## src/hw/rtl/xm1k_pkg.sv

```systemverilog
// Package for the XMODEM-1K receiver: result kinds, line codes, modes,
// result record type, register indices and the CRC-16 step. No dependencies.
package xm1k_pkg;
  localparam logic [7:0] C_SOH  = 8'h01;
  localparam logic [7:0] C_STX  = 8'h02;
  localparam logic [7:0] C_EOT  = 8'h04;
  localparam logic [7:0] C_ACK  = 8'h06;
  localparam logic [7:0] C_NAK  = 8'h15;
  localparam logic [7:0] C_CAN  = 8'h18;
  localparam logic [7:0] C_POLL = 8'h43;
  localparam logic [31:0] FIRST_TAIL = 32'h5A435A43;
  localparam logic [23:0] MAX24 = 24'hFFFFFF;
  localparam int unsigned LONG_PAYLOAD = 1024;
  localparam int unsigned SHORT_PAYLOAD = 128;

  localparam logic [2:0] K_SEND    = 3'd0;
  localparam logic [2:0] K_PAYLOAD = 3'd1;
  localparam logic [2:0] K_COMMIT  = 3'd2;
  localparam logic [2:0] K_DISCARD = 3'd3;
  localparam logic [2:0] K_FINISH  = 3'd4;

  localparam logic [1:0] O_OK   = 2'd0;
  localparam logic [1:0] O_NONE = 2'd1;
  localparam logic [1:0] O_ERR  = 2'd2;

  localparam logic [2:0] R_POLL  = 3'd0;
  localparam logic [2:0] R_SETUP = 3'd1;
  localparam logic [2:0] R_FIRST = 3'd2;
  localparam logic [2:0] R_CHAR  = 3'd3;
  localparam logic [2:0] R_RETRY = 3'd4;

  typedef enum logic [3:0] {
    M_POLL = 4'b0001,
    M_WAIT = 4'b0010,
    M_RECV = 4'b0100,
    M_DONE = 4'b1000
  } mode_t;

  typedef struct packed {
    logic [2:0] kind;
    logic [7:0] value;
    logic [1:0] outcome;
  } res_t;

  function automatic logic [15:0] crc_step(input logic [15:0] crc, input logic [7:0] b);
    logic [15:0] c;
    c = crc ^ {b, 8'h00};
    for (int i = 0; i < 8; i++) begin
      c = c[15] ? ((c << 1) ^ 16'h1021) : (c << 1);
    end
    return c;
  endfunction
endpackage

```

## src/hw/rtl/xm1k_if.sv

```systemverilog
// Word channels for the XMODEM-1K receiver.
// Depends on nothing.
interface xm1k_in_if;
  logic       valid;
  logic       ready;
  logic       func;
  logic [7:0] rx_byte;
  modport source (output valid, func, rx_byte, input ready);
  modport sink (input valid, func, rx_byte, output ready);
endinterface

interface xm1k_out_if;
  logic       valid;
  logic       ready;
  logic [2:0] kind;
  logic [7:0] value;
  logic [1:0] outcome;
  logic       last;
  modport source (output valid, kind, value, outcome, last, input ready);
  modport sink (input valid, kind, value, outcome, last, output ready);
endinterface

```

## src/hw/rtl/xmodem_1k_receiver.sv

```systemverilog
// XMODEM-1K CRC receiver top level: protocol step and result queue.
// Depends on xm1k_pkg and the channel interfaces in xm1k_if.sv.
//
// channel | dir | word
// in      | in  | func, rx_byte
// out     | out | kind, value, outcome, last
// apb     | in  | 5 config registers at 4*i
//
// One word is stepped per cycle; it yields up to three results that go into
// a 4-deep queue (one extra slot). Input is taken while the queue has room
// for three more, so with the output taken every cycle a word that makes one
// result flows back to back; words that make several results drain at one
// result per cycle. Synchronous reset clears state and queue.
module xmodem_1k_receiver
  import xm1k_pkg::*;
(
  input  logic        clk,
  input  logic        rst,
  xm1k_in_if.sink     in_ch,
  xm1k_out_if.source  out_ch,
  input  logic        psel,
  input  logic        penable,
  input  logic        pwrite,
  input  logic [4:0]  paddr,
  input  logic [31:0] pwdata,
  output logic [31:0] prdata,
  output logic        pready
);
  logic [23:0] poll_interval_ticks, session_wait_ticks;
  logic [15:0] first_byte_timeout, char_timeout;
  logic [3:0]  retry_limit;
  logic [2:0]  reg_idx;
  assign reg_idx = paddr[4:2];
  assign pready = 1'b1;

  always_ff @(posedge clk) begin
    if (rst) begin
      poll_interval_ticks <= 24'd1000;
      session_wait_ticks <= 24'd3000;
      first_byte_timeout <= 16'd100;
      char_timeout <= 16'd2;
      retry_limit <= 4'd5;
    end else if (psel && penable && pwrite && paddr[1:0] == 2'b00) begin
      case (reg_idx)
        R_POLL:  poll_interval_ticks <= pwdata[23:0];
        R_SETUP: session_wait_ticks <= pwdata[23:0];
        R_FIRST: first_byte_timeout <= pwdata[15:0];
        R_CHAR:  char_timeout <= pwdata[15:0];
        R_RETRY: retry_limit <= pwdata[3:0];
        default: ;
      endcase
    end
  end

  always_comb begin
    case (reg_idx)
      R_POLL:  prdata = {8'd0, poll_interval_ticks};
      R_SETUP: prdata = {8'd0, session_wait_ticks};
      R_FIRST: prdata = {16'd0, first_byte_timeout};
      R_CHAR:  prdata = {16'd0, char_timeout};
      R_RETRY: prdata = {28'd0, retry_limit};
      default: prdata = 32'd0;
    endcase
  end

  // protocol state
  mode_t       mode, mode_next;
  logic [10:0] byte_count, byte_count_next;
  logic        long_packet, long_packet_next;
  logic [7:0]  header_control, header_control_next;
  logic [7:0]  header_index, header_index_next;
  logic [7:0]  header_complement, header_complement_next;
  logic [7:0]  expected_index, expected_index_next;
  logic [3:0]  timeout_count, timeout_count_next;
  logic [3:0]  error_count, error_count_next;
  logic [23:0] session_timer, session_timer_next;
  logic [23:0] idle_timer, idle_timer_next;
  logic [15:0] running_crc, running_crc_next;
  logic [15:0] received_crc, received_crc_next;
  logic [31:0] tail_bytes, tail_bytes_next;
  logic        flash_changed, flash_changed_next;

  res_t        res [3];
  logic [1:0]  nres;

  logic        take;
  logic [2:0]  q_cnt;
  assign in_ch.ready = (q_cnt <= 3'd1);
  assign take = in_ch.valid && in_ch.ready;

  always_comb begin
    logic [7:0]  b;
    logic [10:0] len3;
    logic [15:0] limit;
    logic [23:0] itmp, stmp;
    logic [3:0]  ec;
    logic        do_fault, started, do_poll;
    b = in_ch.rx_byte;
    mode_next = mode;
    byte_count_next = byte_count;
    long_packet_next = long_packet;
    header_control_next = header_control;
    header_index_next = header_index;
    header_complement_next = header_complement;
    expected_index_next = expected_index;
    timeout_count_next = timeout_count;
    error_count_next = error_count;
    session_timer_next = session_timer;
    idle_timer_next = idle_timer;
    running_crc_next = running_crc;
    received_crc_next = received_crc;
    tail_bytes_next = tail_bytes;
    flash_changed_next = flash_changed;
    for (int i = 0; i < 3; i++) res[i] = '0;
    nres = 2'd0;
    len3 = long_packet ? 11'(LONG_PAYLOAD + 3) : 11'(SHORT_PAYLOAD + 3);
    limit = (byte_count == 11'd0) ? first_byte_timeout : char_timeout;
    itmp = idle_timer;
    stmp = session_timer;
    ec = error_count;
    do_fault = 1'b0;
    started = 1'b0;
    do_poll = 1'b0;
    case (mode)
      M_POLL: begin
        if (!in_ch.func && stmp != MAX24) stmp = stmp + 24'd1;
        session_timer_next = stmp;
        do_poll = 1'b1;
      end
      M_WAIT: begin
        if (in_ch.func) begin
          if (b == C_SOH || b == C_STX) begin
            header_control_next = b;
            long_packet_next = (b == C_STX);
            running_crc_next = '0;
            tail_bytes_next = '0;
            byte_count_next = 11'd1;
            idle_timer_next = '0;
            mode_next = M_RECV;
          end else do_poll = 1'b1;
        end else begin
          if (stmp != MAX24) stmp = stmp + 24'd1;
          if (itmp != MAX24) itmp = itmp + 24'd1;
          session_timer_next = stmp;
          idle_timer_next = itmp;
          do_poll = (itmp >= poll_interval_ticks);
        end
      end
      M_RECV: begin
        if (in_ch.func) begin
          timeout_count_next = '0;
          idle_timer_next = '0;
          if (byte_count == 11'd0) begin
            if (b == C_EOT) begin
              header_control_next = b;
              res[0] = '{K_SEND, C_ACK, O_OK};
              res[1] = '{K_FINISH, 8'd0, O_OK};
              nres = 2'd2;
              mode_next = M_DONE;
            end else begin
              header_control_next = b;
              long_packet_next = (b == C_STX);
              running_crc_next = '0;
              tail_bytes_next = '0;
              byte_count_next = 11'd1;
            end
          end else if (byte_count == 11'd1) begin
            header_index_next = b;
            byte_count_next = 11'd2;
          end else if (byte_count == 11'd2) begin
            header_complement_next = b;
            byte_count_next = 11'd3;
          end else if (byte_count < len3) begin
            running_crc_next = crc_step(running_crc, b);
            tail_bytes_next = {tail_bytes[23:0], b};
            res[0] = '{K_PAYLOAD, b, O_OK};
            nres = 2'd1;
            byte_count_next = byte_count + 11'd1;
          end else if (byte_count == len3) begin
            received_crc_next = {b, 8'd0};
            byte_count_next = byte_count + 11'd1;
          end else begin
            received_crc_next = {received_crc[15:8], b};
            if (header_control != (long_packet ? C_STX : C_SOH) ||
                8'(header_index + header_complement) != 8'hFF) begin
              do_fault = 1'b1;
              started = 1'b1;
              if (ec != 4'd15) ec = ec + 4'd1;
            end else if (header_index == 8'(expected_index - 8'd1)) begin
              res[0] = '{K_DISCARD, 8'd0, O_OK};
              res[1] = '{K_SEND, C_ACK, O_OK};
              nres = 2'd2;
              ec = '0;
              byte_count_next = '0;
            end else if (header_index != expected_index ||
                         running_crc != {received_crc[15:8], b}) begin
              do_fault = 1'b1;
              started = 1'b1;
              if (ec != 4'd15) ec = ec + 4'd1;
            end else if (!flash_changed && (!long_packet || tail_bytes != FIRST_TAIL)) begin
              res[0] = '{K_DISCARD, 8'd0, O_OK};
              res[1] = '{K_FINISH, 8'd0, O_NONE};
              nres = 2'd2;
              mode_next = M_DONE;
            end else begin
              flash_changed_next = 1'b1;
              res[0] = '{K_COMMIT, 8'd0, O_OK};
              res[1] = '{K_SEND, C_ACK, O_OK};
              nres = 2'd2;
              expected_index_next = expected_index + 8'd1;
              ec = '0;
              byte_count_next = '0;
            end
            error_count_next = ec;
          end
        end else begin
          if (itmp != MAX24) itmp = itmp + 24'd1;
          idle_timer_next = itmp;
          if (itmp >= {8'd0, limit}) begin
            idle_timer_next = '0;
            timeout_count_next = (timeout_count != 4'd15) ? timeout_count + 4'd1
                                                          : timeout_count;
            do_fault = 1'b1;
            started = (byte_count != 11'd0);
          end
        end
        if (do_fault) begin
          if (started) begin
            res[0] = '{K_DISCARD, 8'd0, O_OK};
          end
          if (ec >= retry_limit || timeout_count_next >= retry_limit) begin
            res[{1'b0, started}] = '{K_SEND, C_CAN, O_OK};
            res[started ? 2'd2 : 2'd1] = '{K_FINISH, 8'd0, flash_changed ? O_ERR : O_NONE};
            nres = started ? 2'd3 : 2'd2;
            mode_next = M_DONE;
          end else begin
            res[{1'b0, started}] = '{K_SEND, C_NAK, O_OK};
            nres = started ? 2'd2 : 2'd1;
            byte_count_next = '0;
          end
        end
      end
      default: ;
    endcase
    if (do_poll) begin
      if (stmp >= session_wait_ticks) begin
        res[0] = '{K_FINISH, 8'd0, O_NONE};
        mode_next = M_DONE;
      end else begin
        res[0] = '{K_SEND, C_POLL, O_OK};
        idle_timer_next = '0;
        mode_next = M_WAIT;
      end
      nres = 2'd1;
    end
  end

  always_ff @(posedge clk) begin
    if (rst) begin
      mode <= M_POLL;
      byte_count <= '0;
      long_packet <= 1'b0;
      header_control <= '0;
      header_index <= '0;
      header_complement <= '0;
      expected_index <= 8'd1;
      timeout_count <= '0;
      error_count <= '0;
      session_timer <= '0;
      idle_timer <= '0;
      running_crc <= '0;
      received_crc <= '0;
      tail_bytes <= '0;
      flash_changed <= 1'b0;
    end else if (take) begin
      mode <= mode_next;
      byte_count <= byte_count_next;
      long_packet <= long_packet_next;
      header_control <= header_control_next;
      header_index <= header_index_next;
      header_complement <= header_complement_next;
      expected_index <= expected_index_next;
      timeout_count <= timeout_count_next;
      error_count <= error_count_next;
      session_timer <= session_timer_next;
      idle_timer <= idle_timer_next;
      running_crc <= running_crc_next;
      received_crc <= received_crc_next;
      tail_bytes <= tail_bytes_next;
      flash_changed <= flash_changed_next;
    end
  end

  // result queue, 4 slots, entries are {res, last}
  logic [13:0] q_mem [4];
  logic [1:0]  q_rd, q_wr;
  logic        pop;
  logic [2:0]  q_cnt_next;
  assign pop = out_ch.valid && out_ch.ready;
  assign out_ch.valid = (q_cnt != 3'd0);
  assign {out_ch.kind, out_ch.value, out_ch.outcome, out_ch.last} = q_mem[q_rd];

  always_comb begin
    q_cnt_next = q_cnt - {2'd0, pop};
    if (take) q_cnt_next = q_cnt_next + {1'b0, nres};
  end

  always_ff @(posedge clk) begin
    if (take) begin
      for (int i = 0; i < 3; i++) begin
        if (2'(i) < nres) q_mem[2'(q_wr + 2'(i))] <= {res[i], (2'(i) == nres - 2'd1)};
      end
    end
  end

  always_ff @(posedge clk) begin
    if (rst) begin
      q_rd <= '0;
      q_wr <= '0;
      q_cnt <= '0;
    end else begin
      if (pop) q_rd <= q_rd + 2'd1;
      if (take) q_wr <= q_wr + nres;
      q_cnt <= q_cnt_next;
    end
  end

  a_qcap: assert property (@(posedge clk) disable iff (rst) q_cnt <= 3'd4)
    else $error("result queue overflow");
  a_done: assert property (@(posedge clk) disable iff (rst)
    mode == M_DONE |=> mode == M_DONE)
    else $error("left done mode");
  a_cnt: assert property (@(posedge clk) disable iff (rst)
    !take && !pop |=> $stable(q_cnt))
    else $error("queue count moved");
endmodule

```

## src/flat_wrapper.sv

```systemverilog
// flat-port wrapper written by rule: the top's interface ports become plain ports
module xmodem_1k_receiver_flat import xm1k_pkg::*;
  (clk, rst, psel, penable, pwrite, paddr, pwdata, prdata, pready, in_ch_valid, in_ch_func, in_ch_rx_byte, in_ch_ready, out_ch_valid, out_ch_kind, out_ch_value, out_ch_outcome, out_ch_last, out_ch_ready);
  xm1k_in_if in_ch_i ();
  xm1k_out_if out_ch_i ();
  input  logic clk;
  input  logic rst;
  input  logic psel;
  input  logic penable;
  input  logic pwrite;
  input  logic [4:0] paddr;
  input  logic [31:0] pwdata;
  output logic [31:0] prdata;
  output logic pready;
  input wire logic [$bits(in_ch_i.valid)-1:0] in_ch_valid;
  input wire logic [$bits(in_ch_i.func)-1:0] in_ch_func;
  input wire logic [$bits(in_ch_i.rx_byte)-1:0] in_ch_rx_byte;
  output wire logic [$bits(in_ch_i.ready)-1:0] in_ch_ready;
  output wire logic [$bits(out_ch_i.valid)-1:0] out_ch_valid;
  output wire logic [$bits(out_ch_i.kind)-1:0] out_ch_kind;
  output wire logic [$bits(out_ch_i.value)-1:0] out_ch_value;
  output wire logic [$bits(out_ch_i.outcome)-1:0] out_ch_outcome;
  output wire logic [$bits(out_ch_i.last)-1:0] out_ch_last;
  input wire logic [$bits(out_ch_i.ready)-1:0] out_ch_ready;
  assign in_ch_i.valid = in_ch_valid;
  assign in_ch_i.func = in_ch_func;
  assign in_ch_i.rx_byte = in_ch_rx_byte;
  assign in_ch_ready = in_ch_i.ready;
  assign out_ch_valid = out_ch_i.valid;
  assign out_ch_kind = out_ch_i.kind;
  assign out_ch_value = out_ch_i.value;
  assign out_ch_outcome = out_ch_i.outcome;
  assign out_ch_last = out_ch_i.last;
  assign out_ch_i.ready = out_ch_ready;
  xmodem_1k_receiver u_core (.clk(clk), .rst(rst), .in_ch(in_ch_i), .out_ch(out_ch_i), .psel(psel), .penable(penable), .pwrite(pwrite), .paddr(paddr), .pwdata(pwdata), .prdata(prdata), .pready(pready));
endmodule
```

## config.mk

```make
export PLATFORM = sky130hd
export DESIGN_NAME = xmodem_1k_receiver_flat
export DESIGN_NICKNAME = d
export VERILOG_FILES = /design/src/hw/rtl/xm1k_pkg.sv /design/src/hw/rtl/xm1k_if.sv /design/src/hw/rtl/xmodem_1k_receiver.sv /design/src/flat_wrapper.sv
export SDC_FILE = /design/constraint.sdc
export NUM_CORES = 1
export LEC_CHECK = 0
export BUFFER_PORTS_ARGS = -buffer_cell sky130_fd_sc_hd__buf_2
export CAP_MARGIN = 20
export CORE_MARGIN = 10
export CORE_UTILIZATION = 65
export DETAILED_ROUTE_END_ITERATION = 8
export PLACE_DENSITY_LB_ADDON = 0.2
export SYNTH_ARGS = -nofsm -noshare
export SYNTH_HDL_FRONTEND = slang
export SYNTH_SLANG_ARGS = --single-unit
```

## constraint.sdc

```tcl
create_clock -name clk -period 20.3 [get_ports clk]
set_input_delay 1.015 -clock clk [delete_from_list [all_inputs] [get_ports clk]]
set_output_delay 1.015 -clock clk [all_outputs]
set_load 0.01 [all_outputs]
```

# Word level (Yosys, flattened, before mapping)
# Memories as Yosys holds them, arrays and structs flattened. A register that Yosys moved wholly into a read port is not among the register bits.
# Cells that the tools add are included.
dict set report classes {
  eq_ne 36
  add_sub_neg 15
  bitwise 26
  muxes 178
  n_reduce_logical 40
  n_lt_le_gt_ge 14
}
# op count
set op_table {}
lappend op_table {{$mux 24} 14}
lappend op_table {{$mux 32} 8}
lappend op_table {{$mux 26} 9}
lappend op_table {{$mux 13} 17}
lappend op_table {{$mux 11} 16}
lappend op_table {{$mux 16} 9}
lappend op_table {{$mux 4} 33}
lappend op_table {{$pmux 24 s5} 1}
lappend op_table {{$mux 39} 3}
lappend op_table {{$pmux 24 s2} 2}
lappend op_table {{$pmux 32 s2} 1}
lappend op_table {{$demux 13 s2} 2}
lappend op_table {{$add 24x1->24 const B} 2}
lappend op_table {{$ge 24x24->1} 2}
lappend op_table {{$ne 24x24->1 const B} 2}
lappend op_table {{$bwmux 39} 1}
lappend op_table {{$mux 2} 19}
lappend op_table {{$and 33x33->33} 1}
lappend op_table {{$not 33->33} 1}
lappend op_table {{$mux 8} 4}
lappend op_table {{$ne 32x31->1 const B} 1}
lappend op_table {{$pmux 16 s2} 1}
lappend op_table {{$mux 1} 31}
lappend op_table {{$and 30x30->30} 1}
lappend op_table {{other kinds (74)} 128}
dict set report totals {
  reg_bits 252
  mem_bits_rw 56
  elab_cells 333
  memories 1
}
# memory words word_bits rd rd_ports_with_merged_regs wr line
set mem_list {}
lappend mem_list {u_core.q_mem 4 14 1 1 3 xmodem_1k_receiver.sv:295} ;# logic [13:0] q_mem [4];

# Depth between registers and ports, before layout
dict set report depth {
  ltp_word 24
  ltp_mapped 33
  depth_no_buf 33
}

# Worst setup path before layout
# No wires, ideal clock.
dict set report synth_timing {
  path_type {register to register}
  startpoint {reg u_core.idle_timer[0]}
  endpoint {mem u_core.q_mem[3][0], enable pin}
  stages_incl_launch_ff 33
  setup_time_ns 0.404
  synth_period_minus_slack_ns 7.466
  t_arrival_ns 7.062
  slack_ns 12.834
  path_cell_list {dfxtp_1 > ha_1 > nand4_1 > nor4_4 > nand2_1 > and2_0 > and4_1 > nand3_1 > xor2_1 > inv_1 > ha_1 > nand4_1 > a211oi_1 > a221oi_1 > o21a_1 > and3_1 > a31oi_1 > xor2_1 > nand2_1 > ha_1 > nand2b_1 > a21oi_1 > nor2b_1 > o21ai_0 > nand3_1 > inv_1 > ha_1 > or3_1 > and3_4 > buf_4 > nor2_1 > nor2_1 > o21ai_0}
}
# element line
set synth_lines {}
lappend synth_lines {{from (decl)} xmodem_1k_receiver.sv:77} ;# logic [23:0] idle_timer, idle_timer_next;
lappend synth_lines {{from (signal assigned)} xmodem_1k_receiver.sv:286} ;# idle_timer <= idle_timer_next;
lappend synth_lines {{to (decl)} xmodem_1k_receiver.sv:295}

==> impl_metrics.py <==
metrics = {
    "status": {
        "status": "finished clean",
    },
    "setup_path": {
        "slowest_delay_ns": 0.58,
        "crit_fanout": 14,
        "cp-end-kind": "flop",
        "crit_arrival_ns": 8.71,
        "path_common_cell": "ha_1",
        "slowest_stage": "nor4_2",
        "required_ns": 20.50,
        "crit_path_start_kind": "flop",
        "path_class": "reg -> reg",
    },
    "final_layout": {
        "area_growth_pct": 9.463,
        "final_common_cell": "nand2_1",
        "fillers": 2188,
        "drive_gt1_share_pct": 10.03,
        "num-nets-final": 2391,
        "final_cell_mix": "351 x nand2_1, 254 x dfxtp_1, 213 x a21oi_1, 191 x nor2_1, 100 x nand3_1",
        "post-route-util_pct": 72.64,
        "num_antenna_cells": 0,
    },
    "synth": {
        "yosys-top-cells-area": "dfxtp_1 27%, edfxtp_1 9.1%, nand2_1 7.1%",
        "yosysWarnings": 0,
        "yosysSeqAreaShare_pct": 36.50,
        "synthFlopType": "dfxtp_1",
        "synth_top_area_share_pct": 27.43,
        "ys_types": 86,
        "synth-seq-cells": 310,
        "synth_edf_count": 56,
        "yosys.area.top_type": "dfxtp_1",
        "synth_area_per_cell_um2": 8.305,
        "syn-cell-area_um2": 18540,
        "netlist_instances": 2232,
        "async_flop_share_pct": 0,
    },
    "grt": {
        "grt.overflow.total": 0,
        "grt_max_degree": 131,
        "first_global_vias": 15929,
        "grt_usage_pct": 27.34,
        "grt_pass1_wl_um": 81850,
        "antenna_found_initial": 0,
    },
    "floorplan": {
        "coreArea_um2": 27930,
        "ios": 102,
        "start_util_pct": 66.36,
        "die_h_um": 188.9,
        "core.rowCount": 61,
        "die-area_um2": 35670,
        "die_w_um": 188.9,
    },
    "detailed_routing": {
        "drtIter0Drc": 1841,
        "dr.pass1.iters": 6,
        "num_vias": 16800,
        "ant_nets": 0,
        "drc_errors": 0,
        "viasPerCell": 6.361,
        "wire_per_inst_um": 19.34,
        "finalWirelength_um": 51070,
    },
    "sta": {
        "maxSlewHeadroom_pct": 23.52,
        "period_minus_slack_ns": 8.503,
        "setup_violations": 0,
        "tightest_slew_ns": 1.144,
        "rsz0062_at_grt": "false",
        "clock_skew_ns": 0.009785,
        "fin_tns_setup_ns": 0,
        "fin_crit_sh_pct": 41.89,
        "hold_violations": 0,
        "slew_viol_final": 0,
        "fmax_ghz": 0.1176,
    },
    "clock_network": {
        "clock-sinks": 310,
        "clkLatencyLatePin_ns": 0.52,
        "cts_max_level": 2,
        "tritoncts": "built",
        "cts_setup_buffers": 0,
        "numCtsBuffers": 35,
        "ctsResizeCount": 0,
        "clockRootBuffer": "clkbuf_16",
        "clk_pin_slew_ns": 0.06,
        "cts_hold_buffers": 0,
        "cts_buffer_depth": 3,
    },
    "power": {
        "leakagePower_nw": 8.008,
        "p_per_area_nw_per_um2": 83.09,
        "ir_drop_mv": 0.07361,
    },
    "run": {
        "drv_cap": 0,
    },
    "placed_design": {
        "place.gp.congestion": 0.9121,
        "port_buffers": 84,
        "dp_hpwl_um": 35980,
    },
    "min_path": {
        "hp-class": "reg -> reg",
    },
}
[where the power goes]
| part | switching [mW] | internal (mW) |
|---|---|---|
| combinational | 0.193 | 0.120 |
| sequential | 0.0284 | 0.670 |
| clock | 0.260 | 0.415 |
| total | 0.481 | 1.21 |
[synth_stat cells (all sizes together) (5+ instances only)]
library cell and n:
mux2i 54, or2 7, nand2 351, ha 99
edfxtp 56, nand4 37, nand3 100, nor4 26
a21oi 215, a21o 25, a211o 16, clkbuf 110
xnor2 56, mux4 26, a211oi 13, nand2b 22
or3 13, nand3b 12, a31o 9, and2 16
nor2b 23, o22ai 7, a31oi 11, o21ai 68
xor2 77, o31ai 10, nor2 195, mux2 6
inv 82, and4 7, a22oi 21, o211ai 15
o211a 5, buf 31, and3 38, dfxtp 254
a22o 5, nor3 47, nor3b 5
[metrics by stage]
stage / std cells / hold WS, ns / worst slack (ns) / total power, mW / area (um2)
after CTS: 2638 / 0.4562 / 11.87 / 1.689 / 20230
after floorplan: 2239 / 0.4267 / 12.83 / 0.9203 / 18560
after global routing: 2641 / 0.4745 / 11.27 / 1.751 / 20290
final: 2641 / 0.4501 / 11.80 / 1.686 / 20290
after global placement: 2575 / 0.4347 / 12.06 / 1.008 / 19010
after detailed placement: 2575 / 0.4481 / 11.93 / 1.020 / 19010
[critical path, delay by kind of cell (launching register included)]
kind | cells | cell delay (ns)
compound gates | 7 | 1.33
xor+xnor | 1 | 0.20
fa+ha+maj | 4 | 1.14
buf+inv | 3 | 0.67
flops | 1 | 0.43
mux | 1 | 0.28
simple gates | 15 | 4.14
[logic make-up (layout without fill, tap and decap cells)]
family                   count (synthesis)  count (layout)  share of synthesized area [%]
XOR/XNOR                               133             133                          6.325
multiplexers                            86              86                          6.439
buffers and inverters                  223             247                          4.840
flip-flops                             310             310                          36.50
other                                    2               9                        0.04051
adder cells (fa/ha/maj)                101             101                          6.898
AO/OA/AOI/OAI                          462             462                          15.39
AND/OR/NAND/NOR                        915             915                          23.56
[sequential cells by signal, summed over array words and instances, names as in the netlist, 2 cells and up, named ones only]
register and count:
u_core.q_mem 56, u_core.tail_bytes 32, u_core.idle_timer 24, u_core.poll_interval_ticks 24, u_core.session_timer 24, u_core.session_wait_ticks 24, u_core.char_timeout 16, u_core.first_byte_timeout 16
u_core.running_crc 16, u_core.byte_count 11, u_core.expected_index 8, u_core.header_complement 8, u_core.header_control 8, u_core.header_index 8, u_core.received_crc 8, u_core.error_count 4
u_core.mode 4, u_core.retry_limit 4, u_core.timeout_count 4, u_core.q_cnt 3, u_core.q_rd 2, u_core.q_wr 2
[metal layers]
layer	track usage (%)	wire length, um	vias to the layer above
met3	4.098	4010	119
met4	8.272	1461	0
met5	0	0	-
met1	37.10	22110	8050
met2	44.16	23490	737
li1	-	-	7894
[area by class of cell]
| cell class | instances | area [um2] | share of cell area [%] |
|---|---|---|---|
| well taps | 378 | 473.0 | 2.331 |
| flip-flops and latches | 310 | 6766 | 33.35 |
| repair buffers | 102 | 599.3 | 2.954 |
| clock inverters | 16 | 252.7 | 1.246 |
| inverters | 82 | 307.8 | 1.517 |
| multi-input cells | 1706 | 10920 | 53.82 |
| clock buffers | 47 | 970.9 | 4.785 |
[final timing paths]
kind	startpoint	end	slack [ns]	cells past startpoint
worst min register to register	u_core.tail_bytes[29]$_SDFFE_PP0P_	u_core.tail_bytes[29]$_SDFFE_PP0P_	0.45	2
worst min-delay path	u_core.tail_bytes[29]$_SDFFE_PP0P_	u_core.tail_bytes[29]$_SDFFE_PP0P_	0.45	2
worst max-delay path	u_core.idle_timer[0]$_SDFFE_PP0P_	u_core.q_mem[1][6]$_SDFFCE_PP0P_	11.80	31
worst max register to register	u_core.idle_timer[0]$_SDFFE_PP0P_	u_core.q_mem[1][6]$_SDFFCE_PP0P_	11.80	31
No activity file was read; power rests on OpenSTA's default activity.
